==> src/rtl/cla_pkg.sv <==
// Shared types and constants for the command line assembler.
`default_nettype none

package cla_pkg;

	// Request codes
	localparam logic [1:0] REQ_RX         = 2'd0;
	localparam logic [1:0] REQ_READ       = 2'd1;
	localparam logic [1:0] REQ_RELEASE    = 2'd2;
	localparam logic [1:0] REQ_LINE_RESET = 2'd3;

	// Result kinds
	localparam logic [1:0] KIND_TX     = 2'd0;
	localparam logic [1:0] KIND_MSG    = 2'd1;
	localparam logic [1:0] KIND_STATUS = 2'd2;

	// Held message types
	localparam logic [1:0] MSG_NONE   = 2'd0;
	localparam logic [1:0] MSG_USER   = 2'd1;
	localparam logic [1:0] MSG_MODBUS = 2'd2;

	// Character codes
	localparam logic [7:0] CH_CASE_MASK = 8'hDF;
	localparam logic [7:0] CH_COLON     = 8'h3A;
	localparam logic [7:0] CH_CR        = 8'h0D;
	localparam logic [7:0] CH_LF        = 8'h0A;
	localparam logic [7:0] CH_PROMPT    = 8'h3E;
	localparam logic [7:0] CH_BS        = 8'h08;
	localparam logic [7:0] CH_SPACE     = 8'h20;
	localparam logic [7:0] CH_QUERY     = 8'h3F;
	localparam logic [7:0] CH_DIGIT_LO  = 8'h30;
	localparam logic [7:0] CH_DIGIT_HI  = 8'h39;
	localparam logic [7:0] CH_UPPER_LO  = 8'h41;
	localparam logic [7:0] CH_UPPER_HI  = 8'h5A;
	localparam logic [7:0] CH_LOWER_LO  = 8'h61;
	localparam logic [7:0] CH_LOWER_HI  = 8'h7A;

	typedef struct packed {
		logic [1:0] req_type;
		logic [7:0] rx_byte;
		logic [4:0] read_index;
	} req_t;

	typedef struct packed {
		logic [1:0] out_kind;
		logic [7:0] tx_byte;
		logic [7:0] msg_byte;
		logic [1:0] msg_type;
		logic [4:0] msg_length;
		logic       refused;
		logic       last;
	} res_t;

	// Work handed from the front end to the back end
	typedef enum logic [2:0] {
		JOB_STATUS,
		JOB_TX,
		JOB_BS,
		JOB_WRAP,
		JOB_READ
	} job_kind_t;

	typedef struct packed {
		job_kind_t  kind;
		logic [7:0] byte_val;
		logic [4:0] pos;
		logic       echo;
		logic       copy;
		logic       hit;
		logic [1:0] msg_type;
		logic [4:0] msg_length;
		logic       refused;
	} job_t;

endpackage

`default_nettype wire

==> src/rtl/cla_ram.sv <==
// Generic single write port, single read port RAM with registered read.
`default_nettype none

module cla_ram #(
	parameter int WIDTH = 8,
	parameter int DEPTH = 32,
	localparam int AW = (DEPTH > 1) ? $clog2(DEPTH) : 1
) (
	input  wire logic             clk,
	input  wire logic             we,
	input  wire logic [AW-1:0]    waddr,
	input  wire logic [WIDTH-1:0] wdata,
	input  wire logic             re,
	input  wire logic [AW-1:0]    raddr,
	output logic      [WIDTH-1:0] rdata
);

	logic [WIDTH-1:0] mem_q [DEPTH];

	// Write and registered read
	always_ff @(posedge clk) begin
		if (we) begin
			mem_q[waddr] <= wdata;
		end
		if (re) begin
			rdata <= mem_q[raddr];
		end
	end

endmodule

`default_nettype wire

==> src/rtl/cla_front.sv <==
// Front end: accepts requests, classifies bytes and keeps the line state.
`default_nettype none

module cla_front import cla_pkg::*; #(
	parameter int LINE_DEPTH = 32,
	localparam int AW = $clog2(LINE_DEPTH)
) (
	input  wire logic          clk,
	input  wire logic          arst_n,
	input  wire logic          push,
	output logic               full,
	input  wire req_t          req,
	output logic               job_push,
	output job_t               job,
	input  wire logic          jq_full,
	input  wire logic          wrap_done,
	output logic               line_we,
	output logic [AW-1:0]      line_waddr,
	output logic [7:0]         line_wdata
);

	localparam logic [AW-1:0] MAX_CNT = AW'(LINE_DEPTH - 1);

	logic [AW-1:0] char_count_q, count_d;
	logic          cr_pending_q, cr_d;
	logic          colon_seen_q, colon_d;
	logic          first_colon_q, first_colon_d;
	logic [1:0]    held_type_q, held_type_d;
	logic [AW-1:0] held_length_q, held_length_d;
	logic          wrap_busy_q;

	logic       accept;
	logic       is_lower, is_upper, is_digit, keep, can_store, do_wrap;
	logic [7:0] up_byte;
	job_t       job_d;

	// Hold off while the job queue is full or a line sweep is in flight
	assign full   = jq_full || wrap_busy_q;
	assign accept = push && !full;

	// Classify the request and work out the next line state
	always_comb begin
		is_lower  = (req.rx_byte >= CH_LOWER_LO) && (req.rx_byte <= CH_LOWER_HI);
		is_upper  = (req.rx_byte >= CH_UPPER_LO) && (req.rx_byte <= CH_UPPER_HI);
		is_digit  = (req.rx_byte >= CH_DIGIT_LO) && (req.rx_byte <= CH_DIGIT_HI);
		up_byte   = is_lower ? (req.rx_byte & CH_CASE_MASK) : req.rx_byte;
		keep      = is_lower || is_upper || is_digit || (req.rx_byte == CH_QUERY);
		can_store = char_count_q < MAX_CNT;

		count_d       = char_count_q;
		cr_d          = cr_pending_q;
		colon_d       = colon_seen_q;
		held_type_d   = held_type_q;
		held_length_d = held_length_q;
		do_wrap       = 1'b0;
		line_we       = 1'b0;
		line_waddr    = char_count_q;
		line_wdata    = up_byte;

		job_d = '{kind: JOB_STATUS, byte_val: 8'd0, pos: 5'd0, echo: 1'b0, copy: 1'b0,
			hit: 1'b0, msg_type: MSG_NONE, msg_length: 5'd0, refused: 1'b0};

		if (accept) begin
			case (req.req_type)
				REQ_RX: begin
					if (held_type_q != MSG_NONE) begin
						job_d.refused = 1'b1;
					end else if (req.rx_byte == CH_COLON) begin
						cr_d    = 1'b0;
						colon_d = 1'b1;
						if (can_store) begin
							line_we = 1'b1;
							count_d = char_count_q + 1'b1;
						end
					end else if (keep) begin
						cr_d = 1'b0;
						if (can_store) begin
							line_we = 1'b1;
							count_d = char_count_q + 1'b1;
							if (!colon_seen_q) begin
								job_d.kind     = JOB_TX;
								job_d.byte_val = up_byte;
							end
						end
					end else if (req.rx_byte == CH_BS) begin
						cr_d = 1'b0;
						if (char_count_q != '0) begin
							count_d = char_count_q - 1'b1;
							if (!colon_seen_q) begin
								job_d.kind = JOB_BS;
							end
						end
					end else if (req.rx_byte == CH_LF) begin
						if (cr_pending_q) begin
							cr_d = 1'b0;
						end else begin
							do_wrap = 1'b1;
						end
					end else if (req.rx_byte == CH_CR) begin
						cr_d    = 1'b1;
						do_wrap = 1'b1;
					end
				end
				REQ_READ: begin
					job_d.kind = JOB_READ;
					job_d.pos  = req.read_index;
					job_d.hit  = (held_type_q != MSG_NONE) &&
						(req.read_index < 5'(held_length_q));
				end
				REQ_RELEASE: begin
					held_type_d   = MSG_NONE;
					held_length_d = '0;
				end
				REQ_LINE_RESET: begin
					count_d    = '0;
					job_d.kind = JOB_WRAP;
				end
				default: begin
				end
			endcase
		end

		// Wrap the line up: latch it if non-empty, echo it if a colon muted it
		if (do_wrap) begin
			job_d.kind = JOB_WRAP;
			job_d.pos  = 5'(char_count_q);
			job_d.echo = colon_seen_q;
			job_d.copy = char_count_q != '0;
			if (char_count_q != '0) begin
				held_type_d   = first_colon_q ? MSG_MODBUS : MSG_USER;
				held_length_d = char_count_q;
			end
			count_d = '0;
			colon_d = 1'b0;
		end

		// Track whether the first stored character is a colon
		first_colon_d = first_colon_q;
		if (line_we && (char_count_q == '0)) begin
			first_colon_d = up_byte == CH_COLON;
		end

		job_d.msg_type   = held_type_d;
		job_d.msg_length = 5'(held_length_d);
	end

	assign job_push = accept;
	assign job      = job_d;

	// Line state registers
	always_ff @(posedge clk or negedge arst_n) begin
		if (!arst_n) begin
			char_count_q  <= '0;
			cr_pending_q  <= 1'b0;
			colon_seen_q  <= 1'b0;
			first_colon_q <= 1'b0;
			held_type_q   <= MSG_NONE;
			held_length_q <= '0;
			wrap_busy_q   <= 1'b0;
		end else begin
			char_count_q  <= count_d;
			cr_pending_q  <= cr_d;
			colon_seen_q  <= colon_d;
			first_colon_q <= first_colon_d;
			held_type_q   <= held_type_d;
			held_length_q <= held_length_d;
			if (accept && (job_d.kind == JOB_WRAP)) begin
				wrap_busy_q <= 1'b1;
			end else if (wrap_done) begin
				wrap_busy_q <= 1'b0;
			end
		end
	end

endmodule

`default_nettype wire

==> src/rtl/cla_job_fifo.sv <==
// Two-entry queue of jobs between the front end and the back end.
`default_nettype none

module cla_job_fifo import cla_pkg::*; (
	input  wire logic clk,
	input  wire logic arst_n,
	input  wire logic push,
	input  wire job_t din,
	output logic      full,
	input  wire logic pop,
	output job_t      dout,
	output logic      empty
);

	job_t       mem_q [2];
	logic       wr_ptr_q, rd_ptr_q;
	logic [1:0] cnt_q;
	logic       do_push, do_pop;

	assign full    = cnt_q == 2'd2;
	assign empty   = cnt_q == 2'd0;
	assign do_push = push && !full;
	assign do_pop  = pop && !empty;
	assign dout    = mem_q[rd_ptr_q];

	// Store entries
	always_ff @(posedge clk) begin
		if (do_push) begin
			mem_q[wr_ptr_q] <= din;
		end
	end

	// Advance pointers and fill level
	always_ff @(posedge clk or negedge arst_n) begin
		if (!arst_n) begin
			wr_ptr_q <= 1'b0;
			rd_ptr_q <= 1'b0;
			cnt_q    <= 2'd0;
		end else begin
			if (do_push) begin
				wr_ptr_q <= !wr_ptr_q;
			end
			if (do_pop) begin
				rd_ptr_q <= !rd_ptr_q;
			end
			if (do_push && !do_pop) begin
				cnt_q <= cnt_q + 2'd1;
			end else if (do_pop && !do_push) begin
				cnt_q <= cnt_q - 2'd1;
			end
		end
	end

endmodule

`default_nettype wire

==> src/rtl/cla_back.sv <==
// Back end: carries out jobs, sweeps the line store and drives the result register.
`default_nettype none

module cla_back import cla_pkg::*; #(
	parameter int LINE_DEPTH = 32,
	localparam int AW = $clog2(LINE_DEPTH)
) (
	input  wire logic          clk,
	input  wire logic          arst_n,
	input  wire logic          job_empty,
	input  wire job_t          job,
	output logic               job_pop,
	output logic               wrap_done,
	output logic               line_re,
	output logic [AW-1:0]      line_raddr,
	input  wire logic [7:0]    line_rdata,
	output logic               msg_we,
	output logic [AW-1:0]      msg_waddr,
	output logic [7:0]         msg_wdata,
	output logic               msg_re,
	output logic [AW-1:0]      msg_raddr,
	input  wire logic [7:0]    msg_rdata,
	output logic               empty,
	input  wire logic          pop,
	output res_t               res
);

	typedef enum logic [6:0] {
		ST_IDLE   = 7'b0000001,
		ST_EMIT   = 7'b0000010,
		ST_SWP_RD = 7'b0000100,
		ST_SWP_WR = 7'b0001000,
		ST_TAIL   = 7'b0010000,
		ST_RD     = 7'b0100000,
		ST_RD_WR  = 7'b1000000
	} state_t;

	state_t        state_q, state_d;
	job_t          cur_q;
	logic [1:0]    step_q, step_d;
	logic [AW-1:0] idx_q, idx_d;
	res_t          out_q, item;
	logic          out_valid_q;
	logic          space, emit;

	assign space = !out_valid_q || pop;
	assign empty = !out_valid_q;
	assign res   = out_q;

	// Sequence the job and build the next result item
	always_comb begin
		state_d    = state_q;
		step_d     = step_q;
		idx_d      = idx_q;
		job_pop    = 1'b0;
		wrap_done  = 1'b0;
		line_re    = 1'b0;
		line_raddr = idx_q;
		msg_we     = 1'b0;
		msg_waddr  = idx_q;
		msg_wdata  = line_rdata;
		msg_re     = 1'b0;
		msg_raddr  = cur_q.pos[AW-1:0];
		emit       = 1'b0;
		item       = '{out_kind: KIND_TX, tx_byte: 8'd0, msg_byte: 8'd0,
			msg_type: cur_q.msg_type, msg_length: cur_q.msg_length,
			refused: cur_q.refused, last: 1'b0};

		case (state_q)
			ST_IDLE: begin
				if (!job_empty) begin
					job_pop = 1'b1;
					step_d  = 2'd0;
					idx_d   = '0;
					if (job.kind == JOB_WRAP) begin
						if ((job.pos != 5'd0) && (job.echo || job.copy)) begin
							state_d = ST_SWP_RD;
						end else begin
							state_d = ST_TAIL;
						end
					end else if (job.kind == JOB_READ) begin
						state_d = ST_RD;
					end else begin
						state_d = ST_EMIT;
					end
				end
			end
			ST_EMIT: begin
				if (cur_q.kind == JOB_TX) begin
					item.tx_byte = cur_q.byte_val;
					item.last    = 1'b1;
				end else if (cur_q.kind == JOB_BS) begin
					item.tx_byte = (step_q == 2'd1) ? CH_SPACE : CH_BS;
					item.last    = step_q == 2'd2;
				end else begin
					item.out_kind = KIND_STATUS;
					item.last     = 1'b1;
				end
				if (space) begin
					emit   = 1'b1;
					step_d = step_q + 2'd1;
					if (item.last) begin
						state_d = ST_IDLE;
					end
				end
			end
			ST_SWP_RD: begin
				line_re = 1'b1;
				state_d = ST_SWP_WR;
			end
			ST_SWP_WR: begin
				// Copy one character and echo it when the line was muted
				item.tx_byte = line_rdata;
				if (space || !cur_q.echo) begin
					msg_we = cur_q.copy;
					emit   = cur_q.echo;
					idx_d  = idx_q + 1'b1;
					if (idx_d == cur_q.pos[AW-1:0]) begin
						state_d = ST_TAIL;
					end else begin
						state_d = ST_SWP_RD;
					end
				end
			end
			ST_TAIL: begin
				case (step_q)
					2'd0:    item.tx_byte = CH_CR;
					2'd1:    item.tx_byte = CH_LF;
					default: item.tx_byte = CH_PROMPT;
				endcase
				item.last = step_q == 2'd2;
				if (space) begin
					emit   = 1'b1;
					step_d = step_q + 2'd1;
					if (item.last) begin
						wrap_done = 1'b1;
						state_d   = ST_IDLE;
					end
				end
			end
			ST_RD: begin
				msg_re  = 1'b1;
				state_d = ST_RD_WR;
			end
			ST_RD_WR: begin
				item.out_kind = KIND_MSG;
				item.msg_byte = cur_q.hit ? msg_rdata : 8'd0;
				item.last     = 1'b1;
				if (space) begin
					emit    = 1'b1;
					state_d = ST_IDLE;
				end
			end
			default: begin
				state_d = ST_IDLE;
			end
		endcase
	end

	// Control registers
	always_ff @(posedge clk or negedge arst_n) begin
		if (!arst_n) begin
			state_q     <= ST_IDLE;
			step_q      <= 2'd0;
			idx_q       <= '0;
			out_valid_q <= 1'b0;
		end else begin
			state_q <= state_d;
			step_q  <= step_d;
			idx_q   <= idx_d;
			if (emit) begin
				out_valid_q <= 1'b1;
			end else if (pop) begin
				out_valid_q <= 1'b0;
			end
		end
	end

	// Latch the current job and the result item
	always_ff @(posedge clk) begin
		if (job_pop) begin
			cur_q <= job;
		end
		if (emit) begin
			out_q <= item;
		end
	end

endmodule

`default_nettype wire

==> src/rtl/command_line_assembler.sv <==
// Top level of the command line assembler.
//
//   channel   | handshake           | payload
//   ----------+---------------------+-----------------------------------------
//   request   | push / full         | req : req_type, rx_byte, read_index
//   result    | pop / empty         | res : out_kind, tx_byte, msg_byte,
//             |                     |       msg_type, msg_length, refused, last
//
// A request that yields one item passes through the job queue, the back-end
// current-job register and the result register; a message read adds the
// registered read of the message RAM. A wrap-up pops the job, sweeps each line
// character via the registered line RAM read, then emits CR, LF and the prompt.
// The front end holds full high while a wrap-up sweep is in flight.
// Line and message RAMs need no clearing pass; stalls on pop back up through
// the result register and the two-entry job queue to full.
`default_nettype none

module command_line_assembler import cla_pkg::*; #(
	parameter int LINE_DEPTH = 32
) (
	input  wire logic clk,
	input  wire logic arst_n,
	input  wire logic push,
	output logic      full,
	input  wire req_t req,
	output logic      empty,
	input  wire logic pop,
	output res_t      res
);

	localparam int AW = $clog2(LINE_DEPTH);

	logic          job_push, jq_full, jq_pop, jq_empty, wrap_done;
	job_t          job_in, job_out;
	logic          line_we, line_re, msg_we, msg_re;
	logic [AW-1:0] line_waddr, line_raddr, msg_waddr, msg_raddr;
	logic [7:0]    line_wdata, line_rdata, msg_wdata, msg_rdata;

	cla_front #(.LINE_DEPTH(LINE_DEPTH)) u_front (
		.clk        (clk),
		.arst_n     (arst_n),
		.push       (push),
		.full       (full),
		.req        (req),
		.job_push   (job_push),
		.job        (job_in),
		.jq_full    (jq_full),
		.wrap_done  (wrap_done),
		.line_we    (line_we),
		.line_waddr (line_waddr),
		.line_wdata (line_wdata)
	);

	cla_job_fifo u_jq (
		.clk    (clk),
		.arst_n (arst_n),
		.push   (job_push),
		.din    (job_in),
		.full   (jq_full),
		.pop    (jq_pop),
		.dout   (job_out),
		.empty  (jq_empty)
	);

	cla_ram #(.WIDTH(8), .DEPTH(LINE_DEPTH)) u_line_ram (
		.clk   (clk),
		.we    (line_we),
		.waddr (line_waddr),
		.wdata (line_wdata),
		.re    (line_re),
		.raddr (line_raddr),
		.rdata (line_rdata)
	);

	cla_ram #(.WIDTH(8), .DEPTH(LINE_DEPTH)) u_msg_ram (
		.clk   (clk),
		.we    (msg_we),
		.waddr (msg_waddr),
		.wdata (msg_wdata),
		.re    (msg_re),
		.raddr (msg_raddr),
		.rdata (msg_rdata)
	);

	cla_back #(.LINE_DEPTH(LINE_DEPTH)) u_back (
		.clk        (clk),
		.arst_n     (arst_n),
		.job_empty  (jq_empty),
		.job        (job_out),
		.job_pop    (jq_pop),
		.wrap_done  (wrap_done),
		.line_re    (line_re),
		.line_raddr (line_raddr),
		.line_rdata (line_rdata),
		.msg_we     (msg_we),
		.msg_waddr  (msg_waddr),
		.msg_wdata  (msg_wdata),
		.msg_re     (msg_re),
		.msg_raddr  (msg_raddr),
		.msg_rdata  (msg_rdata),
		.empty      (empty),
		.pop        (pop),
		.res        (res)
	);

endmodule

`default_nettype wire

==> config.mk <==
export PLATFORM = sky130hd
export DESIGN_NAME = command_line_assembler
export DESIGN_NICKNAME = d
export VERILOG_FILES = /design/src/rtl/cla_pkg.sv /design/src/rtl/cla_ram.sv /design/src/rtl/cla_front.sv /design/src/rtl/cla_job_fifo.sv /design/src/rtl/cla_back.sv /design/src/rtl/command_line_assembler.sv
export SDC_FILE = /design/constraint.sdc
export NUM_CORES = 1
export LEC_CHECK = 0
export BUFFER_PORTS_ARGS = -buffer_cell sky130_fd_sc_hd__buf_2
export CAP_MARGIN = 10
export CORE_ASPECT_RATIO = 2
export CORE_MARGIN = 3
export CORE_UTILIZATION = 50
export DETAILED_ROUTE_END_ITERATION = 6
export MAX_ROUTING_LAYER = met4
export PLACE_DENSITY = 0.71
export SLEW_MARGIN = 20
export SYNTH_ARGS = -nofsm -noshare
export SYNTH_HDL_FRONTEND = slang
export SYNTH_SLANG_ARGS = --single-unit
==> constraint.sdc <==
create_clock -name clk -period 6.05 [get_ports clk]
set_clock_uncertainty 0.1 [all_clocks]
set_input_delay 0.605 -clock clk [delete_from_list [all_inputs] [get_ports clk]]
set_output_delay 0.605 -clock clk [all_outputs]
set_load 0.005 [all_outputs]
==> impl_results.md, run 1 <==
* Via/cell ratio at 6.02
* P per Cell Area at roughly 390 nW/um2
* First DRT Iteration DRCs at roughly 1.4k
* Sequential share of the synthesized area at 0.745
* I/O Buffers at between 40 and 50
* Postcts setup bufs at 0
* Grt total ovfl at 0
* Final nets at 1498
* Max-cap violations at 0
* Final GP Congestion at roughly 0.88
* Post-synthesis mux area share at 0.137
* Final wirelength at 59.7 mm
* Worst path bufs/invs at 0
* Vias in the first global route at 13.8k
* Synth Area in XOR/XNOR at 0.00424
* Number of synthesized flops with an enable pin at between 600 and 700
* CTS root buffer: clkbuf_16
* Sw Share at 0.268
* Die W at roughly 170 um
* Full die area at roughly 57000 um2
* Synth warn at 0
* Cell taking the most area after synthesis: edfxtp_1
* # clock sinks at 671
* Critical Path, Cell by Cell: or3_1, nor3_2, and2_1, and3_1, nand2_1, nor2_1
* Via Count at 13.1k
* Slew HR at 0.284
* Setup_tns at 0 ns
* Clk Latency, worst-skew pair at 0.61 ns
* Core outline area at 52900 um2
* Yosys cell types at 83
* HPWL Detailed at 41.8 mm
* Outcome: complete, no violations
* Reg2Reg Depth at 6
* RSZ-0062 raised after global routing: false
* Post-Synthesis Cells at 1380
* Async SR Flop Fraction at 0.0522
* Flop-to-flop setup slack at 2.46 ns
* Seq cells post-synth at between 600 and 700
* Routed wire per std cell at around 28 um
* Setup violators final at 0
* Drt pass-1 iters at 5
* WP data arrival at 3.71 ns
* Slowest-stage cell, CP: nor2_1
* Critical Path Stages at 6
* Setup crit start: u_back.state_q[1]
* ANT nets after route at 0
* Syn_area_per_cell at about 20 um2
* Post-Syn Area at 26800 um2
* CP max FO at 13
* Crit Path Class: flip-flop to flip-flop
* Switching pwr at 0.00314 W
* Clock edge transition at the registers on the reported setup and hold paths at roughly 0.070 ns
* Final Hold Viols at 0
* CP Capture Type: flip-flop
* CTS tree: yes
* Tightest Pin Transition at 1.07 ns
* Initial antenna violation count at 1
* Clock power frac at 0.318
* IO Pins at 48
* Most used DFF post-synth: edfxtp_1
* Max stage delay on crit path at 0.71 ns
* Worst vdd ir at between 0.0002 and 0.00025 V
* H-Tree Depth at 2
* Post-CTS sizing at 0
* Residual DRC at 0
* Worst hold slack at 0.0552 ns
* CTS max path bufs at 3
* Reg-to-Reg End: u_msg_ram.mem_q[29][3]
* Crit path time final at 3.59 ns
* Largest net degree at the start of global routing at 70
* Post-Synth Adder-Cell Area at 0.0103
* Comb power frac at 0.196
* Max Fclk at between 0.2 and 0.3 GHz
* LEAKAGE at 9.69 nW
* Max Slew Vio Count at 0
* Setup crit end: u_msg_ram.mem_q[29][3]
* Startpoint class of the critical path: flip-flop
* GRT Total Usage at 0.221
* Int Power at 0.00857 W
* Complex-gate fraction of the synthesized area at 0.0341
* Share of layout cells above drive strength 1 at 0.250
* R2r startpoint: u_back.state_q[1]
* First-pass GRT wire length at a little under 90 mm
* Initial Util at 0.508
* Largest family of logic cells by synthesized area: multiplexers
* Top delay family on crit path: simple AND/OR/NAND/NOR gates
* Seq pwr share at 0.486
* Synth area leaders: edfxtp_1 (71%), mux4_2 (12%), dfrtp_1 (3.2%), mux2_2 (1.5%), nor2_1 (1.4%)
* Post-synth top area share at 0.712
* Crit share post-route at 0.593
* Synth Area in Simple Gates at 0.0561
* Cts bufs inserted at 54
* Hold_buf cts at 0
* Die height at 334 um
* Crit path required time at 6.17 ns
* # rows at 119
* Area growth syn-to-layout at 11.6%
* Hold crit path type: input port to async pin
power groups by stage:
stage	sequential, W	clock, W	combinational [W]
floorplan	0.00568	0	0.00159
global placement	0.00578	0	0.00226
detailed placement	0.00579	0	0.00231
CTS	0.00569	0.00379	0.00232
global route	0.00572	0.00396	0.00244
finish	0.00569	0.00373	0.00230
kinds of logic after synthesis:
kind of cell / count (synthesis)
buf+inv: 83
flops: 671
xor+xnor: 13
simple gates: 288
other cells: 1
compound gates: 118
fa+ha+maj: 22
mux: 184
layout make-up:
class / instances / area (um2)
clock inverters: 38 / 470
inverters: 28 / 105
flip-flops and latches: 671 / 20000
multi-input cells: 627 / 6520
clock buffers: 63 / 1440
fillers: 3802 / 22900
diodes: 1 / 2.50
well taps: 665 / 832
repair buffers: 75 / 599
cell usage after synthesis, drive strengths merged, types with 3 or more instances:
| master | n |
|---|---|
| nor4 | 3 |
| a211oi | 4 |
| nor2b | 11 |
| mux2 | 36 |
| nor4b | 4 |
| inv | 28 |
| a31oi | 4 |
| or3 | 7 |
| edfxtp | 636 |
| mux2i | 4 |
| o21ai | 24 |
| or2 | 3 |
| a21oi | 7 |
| nand2 | 61 |
| dfrtp | 34 |
| and3b | 6 |
| nand2b | 7 |
| o311ai | 3 |
| a22o | 5 |
| ha | 22 |
| a22oi | 32 |
| xor2 | 5 |
| and3 | 15 |
| nor2 | 100 |
| nor3 | 13 |
| clkbuf | 29 |
| a221o | 5 |
| mux4 | 144 |
| o31ai | 6 |
| nor3b | 7 |
| nand3 | 18 |
| nand3b | 3 |
| buf | 26 |
| and2 | 12 |
| xnor2 | 8 |
| nand4 | 8 |
| or3b | 5 |
| a32oi | 3 |
worst min path at each step:
stage	start	to	slack, ns	cells after the start
2_1_floorplan	arst_n	u_back.line_raddr[0]	0.21	0
3_3_place_gp	u_back.cur_q[0]	u_back.res[1]	0.30	0
5_1_grt	arst_n	u_back.line_raddr[4]	0.1	1
6_report	arst_n	u_front.line_waddr[3]	0.06	1
3_5_place_dp	u_back.cur_q[3]	u_back.res[4]	0.30	0
4_1_cts	arst_n	u_front.line_waddr[3]	0.05	1
state kept, by name, summed over array words and instances (netlist names), 2 cells and up:
| signal | count |
|---|---|
| u_back.cur_q | 22 |
| u_line_ram.mem_q | 256 |
| u_front.line_waddr | 5 |
| u_msg_ram.rdata | 8 |
| u_back.msg_raddr | 5 |
| u_back.res | 27 |
| u_back.step_q | 2 |
| u_front.held_type_q | 2 |
| u_line_ram.rdata | 8 |
| u_back.line_raddr | 5 |
| u_front.held_length_q | 5 |
| u_back.state_q | 7 |
| u_jq.mem_q | 54 |
| u_jq.cnt_q | 2 |
| u_msg_ram.mem_q | 256 |
cells in the final DEF, fill, tap and decap left out, types with 22 or more instances in the layout:
cell	Yosys	final
dfrtp_1	34	32
mux2_2	35	35
buf_2	9	47
a22oi_1	32	32
nor2_1	100	98
clkbuf_16	0	55
ha_1	22	22
inv_1	25	24
edfxtp_1	636	636
mux4_2	144	144
nand2_1	60	60
per-layer routing:
metal | part of all wire | global-route usage | vias up
met5 | 0 | - | -
met3 | 0.037 | 0.0236 | 131
met1 | 0.33 | 0.229 | 6765
met4 | 0.064 | 0.120 | 0
met2 | 0.57 | 0.405 | 397
li1 | - | - | 5757
per-stage QoR:
stage                     instance area (um2)  power, W  cells  worst slack (ns)   util
after floorplan                         26800   0.00727   1381              2.84      -
after global placement                  27800   0.00805   2055              2.52  0.526
after detailed placement                28000   0.00811   2063              2.38  0.529
after CTS                               29900    0.0118   2164              2.46  0.565
after global routing                    30000    0.0121   2168              2.25  0.567
final                                   30000    0.0117   2168              2.46  0.567
Note: power is estimated with default switching activity, not from simulation.
==> inputs of run 2 (changes only) <==
--- a/config.mk
+++ b/config.mk
@@ -5,6 +5,7 @@
 export SDC_FILE = /design/constraint.sdc
 export NUM_CORES = 1
 export LEC_CHECK = 0
+export ABC_AREA = 1
 export BUFFER_PORTS_ARGS = -buffer_cell sky130_fd_sc_hd__buf_2
 export CAP_MARGIN = 10
 export CORE_ASPECT_RATIO = 2
==> constraint.sdc (replaced) <==
create_clock -name clk -period 3.5 [get_ports clk]
set_clock_uncertainty 0.1 [all_clocks]
set_input_delay 0.35 -clock clk [delete_from_list [all_inputs] [get_ports clk]]
set_output_delay 0.35 -clock clk [all_outputs]
set_load 0.005 [all_outputs]
==> impl_results.md, run 2 <==
* Outcome: complete, no violations
* CTS root buffer: clkbuf_16
* Post-Synthesis Cells at 2193 (+59%)
* Crit path required time at 3.62 ns (-2.55 ns)
* M1 WL at 23.5 mm (+18%)
* HPWL Detailed at 46.8 mm (+12%)
* Postcts setup bufs at 0 (unchanged)
* Number of synthesized flops with an enable pin at 636 (unchanged)
* Crit path time final at 2.98 ns (-0.610 ns)
* First DRT Iteration DRCs at 1733 (+24%)
* Max Fclk at 0.336 GHz (+20%)
* Core outline area at 53800 um2 (+1.7%)
* Initial Util at 0.508 (+0.000794)
* Area growth syn-to-layout at 11.3%
* Post-CTS sizing at 0 (unchanged)
* Final nets at 2309 (+54%)
* Slew HR at 0.390 (+0.107)
* Switching pwr at 0.00647 W (+110%)
* Vias in the first global route at 18.0k (+30%)
* # rows at 120 (+0.84%)
* Drt pass-1 iters at 6 (+1)
* Cts bufs inserted at 55 (+1.9%)
* Hold_buf cts at 1 (+1)
* Via Count at 17.7k (+36%)
* Most used DFF post-synth: edfxtp_1
* CP most frequent cell: nor2_1
* First-pass GRT wire length at 104 mm (+17%)
* Most frequent cells in the layout: edfxtp_1 (636), nor2_1 (397), o21ai_0 (298)
* Post-Syn Area at 27300 um2 (+1.9%)
* Seq cells post-synth at 671 (unchanged)
* Crit Path Class: flip-flop to flip-flop
* Initial antenna violation count at 0 (-1)
* LEAKAGE at 10.6 nW (+9.6%)
* Die W at 171 um (+0.89%)
* Total power draw at 0.0207 W (+76%)
* Setup_tns at 0 ns (unchanged)
* Critical Path, Cell by Cell: nor2_1, inv_1, nor4_4, inv_1, nor2_1, nand2_1, nor2_1
* Fillers at 4328 (+14%)
* Clk Latency, worst-skew pair at 0.60 ns (about the same)
* CTS max path bufs at 3 (unchanged)
* Comb power frac at 0.231 (+0.035)
* Diode count at 0 (-1)
* H-Tree Depth at 2 (unchanged)
* CP Capture Type: flip-flop
* Max Slew Vio Count at 0 (unchanged)
* CP max FO at 8 (-5)
* Max Used Layer: met4
* ANT nets after route at 0 (unchanged)
* Worst vdd ir at 0.000425 V (+77%)
* Post-synth top area share at 0.699 (-0.0129)
* Yosys cell types at 50 (-40%)
* Cell taking the most area after synthesis: edfxtp_1
* Synth area leaders: edfxtp_1 (70%), nor2_1 (5.5%), o21ai_0 (5.5%), nand2_1 (3.3%), dfrtp_1 (3.1%)
* Clock edge transition at the registers on the reported setup and hold paths at 0.06 ns (about the same)
* Syn_area_per_cell at 12.5 um2 (-36%)
* P per Cell Area at 680 nW/um2 (+74%)
* Detail Route met2 WL at 38.0 mm (+12%)
* Max stage delay on crit path at 0.70 ns (about the same)
* Residual DRC at 0 (unchanged)
* WP data arrival at 3.10 ns (-0.61 ns)
* Largest net degree at the start of global routing at 130 (+86%)
* Synth warn at 0 (unchanged)
* Slowest-stage cell, CP: nor2_1
* Startpoint class of the critical path: flip-flop
* I/O Buffers at 47 (unchanged)
* Tightest Pin Transition at 0.915 ns (-0.157 ns)
* Worst path bufs/invs at 2 (+2)
* WL met3 at 3.23 mm (+47%)
* Max-cap violations at 0 (unchanged)
* Routed wire per std cell at 23.3 um (-15%)
* Hold crit path type: input port to flip-flop
* Sequential share of the synthesized area at 0.731 (-0.0135)
* CTS tree: yes
* Full die area at 57700 um2 (+1.8%)
* Final Hold Viols at 0 (unchanged)
* Via/cell ratio at 5.94 (-1.3%)
* Die height at 337 um (+0.91%)
* Grt total ovfl at 0 (unchanged)
* # clock sinks at 671 (unchanged)
* Share of layout cells above drive strength 1 at 0.114 (-0.137)
* Commonest non-fill, non-tap cell in the layout: edfxtp_1
* Sw Share at 0.313 (+0.0453)
* Final GP Congestion at 0.927 (+5.6%)
* Clock power frac at 0.296 (-0.022)
* Top Registers: u_line_ram.mem_q x256, u_msg_ram.mem_q x256, u_jq.mem_q x54
* Final wirelength at 69.5 mm (+16%)
* Post-synth top cells: edfxtp_1 (636), nor2_1 (401), o21ai_0 (298)
* RSZ-0062 raised after global routing: false
* Async SR Flop Fraction at 0.0522 (unchanged)
* Int Power at 0.0142 W (+65%)
* Seq pwr share at 0.473 (-0.013)
* Setup violators final at 0 (unchanged)
* Top delay family on crit path: simple AND/OR/NAND/NOR gates
* GRT Total Usage at 0.247 (+0.0256)
* Most numerous cell in the Yosys netlist: edfxtp_1
* IO Pins at 48 (unchanged)
* Crit share post-route at 0.851 (+0.258)
==> run 2: kinds of logic (layout without fill, tap and decap cells) <==
kind of cell	count (synthesis)	after routing	synth area share
multiplexers	1	1	0.000366
XOR/XNOR	12	12	0.00385
buffers and inverters	218	332	0.0306
flip-flops	671	671	0.731
other	1	2	0.000137
AO/OA/AOI/OAI	489	489	0.102
AND/OR/NAND/NOR	779	779	0.121
adder cells (fa/ha/maj)	22	22	0.0101
==> run 2: path summary, 6_finish.rpt <==
kind / startpoint / end / slack [ns] / cells past startpoint
max in group asynchronous: arst_n / u_back.line_raddr[0] / 2.29 / 2
worst max register to register: u_back.state_q[1] / u_msg_ram.mem_q[16][5] / 0.52 / 7
worst max-delay path: u_back.state_q[1] / u_msg_ram.mem_q[16][5] / 0.52 / 7
min in group asynchronous: arst_n / u_back.step_q[0] / 0.33 / 2
worst min register to register: u_back.cur_q[4] / u_back.res[5] / 0.33 / 0
worst min-delay path: req[1] / u_jq.mem_q[0][12] / 0.05 / 3
==> run 2: power groups by stage <==
stage / Clock [W] / Sequential [W] / Combinational, W
detailed placement: 0 / 0.00995 / 0.00472
global placement: 0 / 0.00993 / 0.00463
floorplan: 0 / 0.00985 / 0.00302
global route: 0.00650 / 0.00982 / 0.00517
finish: 0.00612 / 0.00978 / 0.00476
CTS: 0.00618 / 0.00978 / 0.00474
==> run 2: final cells by class <==
class / instances / area (um2) / share of cell area
Clock buffer: 57 / 1380 / 0.0455
Timing Repair Buffer: 123 / 858 / 0.0282
Multi-Input combinational cell: 1305 / 6530 / 0.215
Tap cell: 671 / 840 / 0.0276
Clock inverter: 40 / 383 / 0.0126
Sequential cell: 671 / 20000 / 0.657
Inverter: 112 / 427 / 0.0140
==> run 2: metal layers <==
layer  vias up  track usage
met2       706        0.447
met1      8716        0.257
met5         -            -
met3       217       0.0244
met4         0        0.143
li1       8062            -
==> run 2: tightest hold or removal path, delay by kind of cell <==
| kind | cells | cell delay (ns) |
|---|---|---|
| AO/OA/AOI/OAI | 1 | 0.09 |
| buffers and inverters | 1 | 0.12 |
| AND/OR/NAND/NOR | 1 | 0.06 |
==> run 2: metrics by stage <==
step                      instances  worst slack (ns)  utilization  hold WS (ns)  cell area [um2]
after floorplan                2194             0.240            -       -0.0456            27300
after global placement         2881             0.499        0.533         0.305            28600
after detailed placement       2881             0.518        0.533         0.311            28600
after CTS                      2979             0.507        0.566        0.0207            30400
after global routing           2979             0.329        0.566        0.0802            30400
final                          2979             0.520        0.566        0.0492            30400
==> inputs of run 3 (changes only) <==
--- a/config.mk
+++ b/config.mk
@@ -8,12 +8,14 @@
 export ABC_AREA = 1
 export BUFFER_PORTS_ARGS = -buffer_cell sky130_fd_sc_hd__buf_2
 export CAP_MARGIN = 10
+export CELL_PAD_IN_SITES_DETAIL_PLACEMENT = 1
+export CELL_PAD_IN_SITES_GLOBAL_PLACEMENT = 1
 export CORE_ASPECT_RATIO = 2
 export CORE_MARGIN = 3
 export CORE_UTILIZATION = 50
 export DETAILED_ROUTE_END_ITERATION = 6
 export MAX_ROUTING_LAYER = met4
-export PLACE_DENSITY = 0.71
+export PLACE_DENSITY = 0.82
 export SLEW_MARGIN = 20
 export SYNTH_ARGS = -nofsm -noshare
 export SYNTH_HDL_FRONTEND = slang
==> impl_results.md, run 3 (synthesis results as in run 2) <==
* Cts bufs inserted at 57 (+3.6%)
* Setup violators final at 0 (unchanged)
* LEAKAGE at 10.8 nW (+1.6%)
* Grt total ovfl at 0 (unchanged)
* Residual DRC at 0 (unchanged)
* Diode count at 0 (unchanged)
* GRT Total Usage at 0.291 (+0.0440)
* P per Cell Area at 703 nW/um2 (+3.5%)
* Area growth syn-to-layout at 12.4%
* Most frequent cells in the layout: edfxtp_1 (636), nor2_1 (397), o21ai_0 (298)
* Final wirelength at 81.9 mm (+18%)
* Multi-input gate area at 6530 um2 (unchanged)
* Startpoint class of the critical path: flip-flop
* Postcts setup bufs at 0 (unchanged)
* Outcome: complete, no violations
* CP Capture Type: flip-flop
* Full die area at 57700 um2 (unchanged)
* ANT nets after route at 0 (unchanged)
* Hold crit path type: input port to flip-flop
* Clk Latency, worst-skew pair at 0.62 ns (+0.02 ns)
* Final GP Congestion at 0.895 (-3.5%)
* Worst vdd ir at 0.000479 V (+13%)
* CP max FO at 8 (unchanged)
* Post-CTS sizing at 0 (unchanged)
* HPWL Detailed at 55.7 mm (+19%)
* CTS root buffer: clkbuf_16
* Initial antenna violation count at 0 (unchanged)
* Slew HR at 0.353 (-0.0375)
* H-Tree Depth at 2 (unchanged)
* Final Hold Viols at 0 (unchanged)
* Largest net degree at the start of global routing at 130 (unchanged)
* Clock edge transition at the registers on the reported setup and hold paths at 0.07 ns (about the same)
* Crit Path Class: flip-flop to flip-flop
* # rows at 120 (unchanged)
* RSZ-0062 raised after global routing: false
* Die height at 337 um (unchanged)
* Worst hold slack at 0.0387 ns (-0.0105 ns)
* Crit share post-route at 0.917 (+0.0659)
* Max Fclk at 0.311 GHz (-7.2%)
* Tightest Pin Transition at 0.971 ns (+0.0563 ns)
* Max-cap violations at 0 (unchanged)
* Final nets at 2326 (+0.74%)
* Die W at 171 um (unchanged)
* First DRT Iteration DRCs at 1422 (-18%)
* Flop-to-flop setup slack at 0.29 ns (-0.23 ns)
* WP data arrival at 3.35 ns (+0.25 ns)
* Fillers at 5342 (+23%)
* IO Pins at 48 (unchanged)
* Via Count at 18.5k (+4.4%)
* Hold_buf cts at 4 (+3)
* Initial Util at 0.508 (unchanged)
* I/O Buffers at 47 (unchanged)
* Commonest non-fill, non-tap cell in the layout: edfxtp_1
* FF/Latch Area at 20000 um2 (unchanged)
* Crit path time final at 3.21 ns (+0.231 ns)
* Drt pass-1 iters at 6 (unchanged)
* First-pass GRT wire length at 121 mm (+16%)
* CTS max path bufs at 3 (unchanged)
* CTS tree: yes
* Setup_tns at 0 ns (unchanged)
* Top Registers: u_line_ram.mem_q x256, u_msg_ram.mem_q x256, u_jq.mem_q x54
* Via/cell ratio at 6.15 (+3.6%)
* Vias in the first global route at 20.1k (+12%)
* Share of layout cells above drive strength 1 at 0.121 (+0.00703)
* Core outline area at 53800 um2 (unchanged)
* Routed wire per std cell at 27.3 um (+17%)
* Crit path required time at 3.64 ns (+0.02 ns)
* # clock sinks at 671 (unchanged)
* Max Slew Vio Count at 0 (unchanged)
==> run 3: changes by cell type in the layout (fill, tap and decap cells not counted), sizes merged <==
cell / before / now
bufinv: 7 / 8
dlygate4sd3: 1 / 4
clkbuf: 57 / 74
clkinvlp: 3 / 2
buf: 122 / 134
clkinv: 34 / 25
==> run 3: critical path, cell delays in order (launching register included) <==
cell	delay [ns]
dfrtp_1	0.43
nor2_1	0.21
inv_1	0.13
nor4_4	0.27
inv_1	0.13
nor2_1	0.34
nand2_1	0.47
nor2_1	0.74
==> run 3: worst paths after layout <==
check	from	to	cells past startpoint
worst min-delay path	req[3]	u_jq.mem_q[0][14]	3
worst min register to register	u_back.cur_q[1]	u_back.res[2]	0
min in group asynchronous	arst_n	u_back.step_q[0]	2
max in group asynchronous	arst_n	u_back.line_raddr[0]	2
worst max-delay path	u_back.state_q[1]	u_msg_ram.mem_q[9][5]	7
worst max register to register	u_back.state_q[1]	u_msg_ram.mem_q[9][5]	7
==> run 3: metal layers <==
layer	track usage	share of wire	routed length (um)	vias to the layer above
met4	0.204	0.084	6870	0
met5	-	0	0	-
met1	0.279	0.32	26400	9327
met2	0.531	0.55	45100	739
li1	-	-	-	8102
met3	0.0332	0.044	3570	307
==> run 3: per-stage QoR <==
step / worst slack, ns / util / cell area (um2) / total power [W] / instances
floorplan: 0.240 / - / 27300 / 0.0129 / 2194
global placement: 0.471 / 0.534 / 28700 / 0.0146 / 2892
detailed placement: 0.289 / 0.534 / 28700 / 0.0150 / 2893
CTS: 0.283 / 0.571 / 30700 / 0.0216 / 3002
global route: 0.0767 / 0.571 / 30700 / 0.0224 / 3002
finish: 0.290 / 0.571 / 30700 / 0.0216 / 3002
==> run 3: layout make-up <==
| class | count | area share |
|---|---|---|
| sequential | 671 | 0.651 |
| multi-input combinational | 1305 | 0.213 |
| clock buffer | 74 | 0.0515 |
| timing repair buffer | 138 | 0.0321 |
| tap | 671 | 0.0273 |
| inverter | 112 | 0.0139 |
| clock inverter | 31 | 0.0119 |
==> run 3: where the power goes <==
group	switching, W	internal [W]	total (W)
combinational	0.00378	0.00134	0.00511
sequential	0.000335	0.00950	0.00984
clock	0.00287	0.00378	0.00665
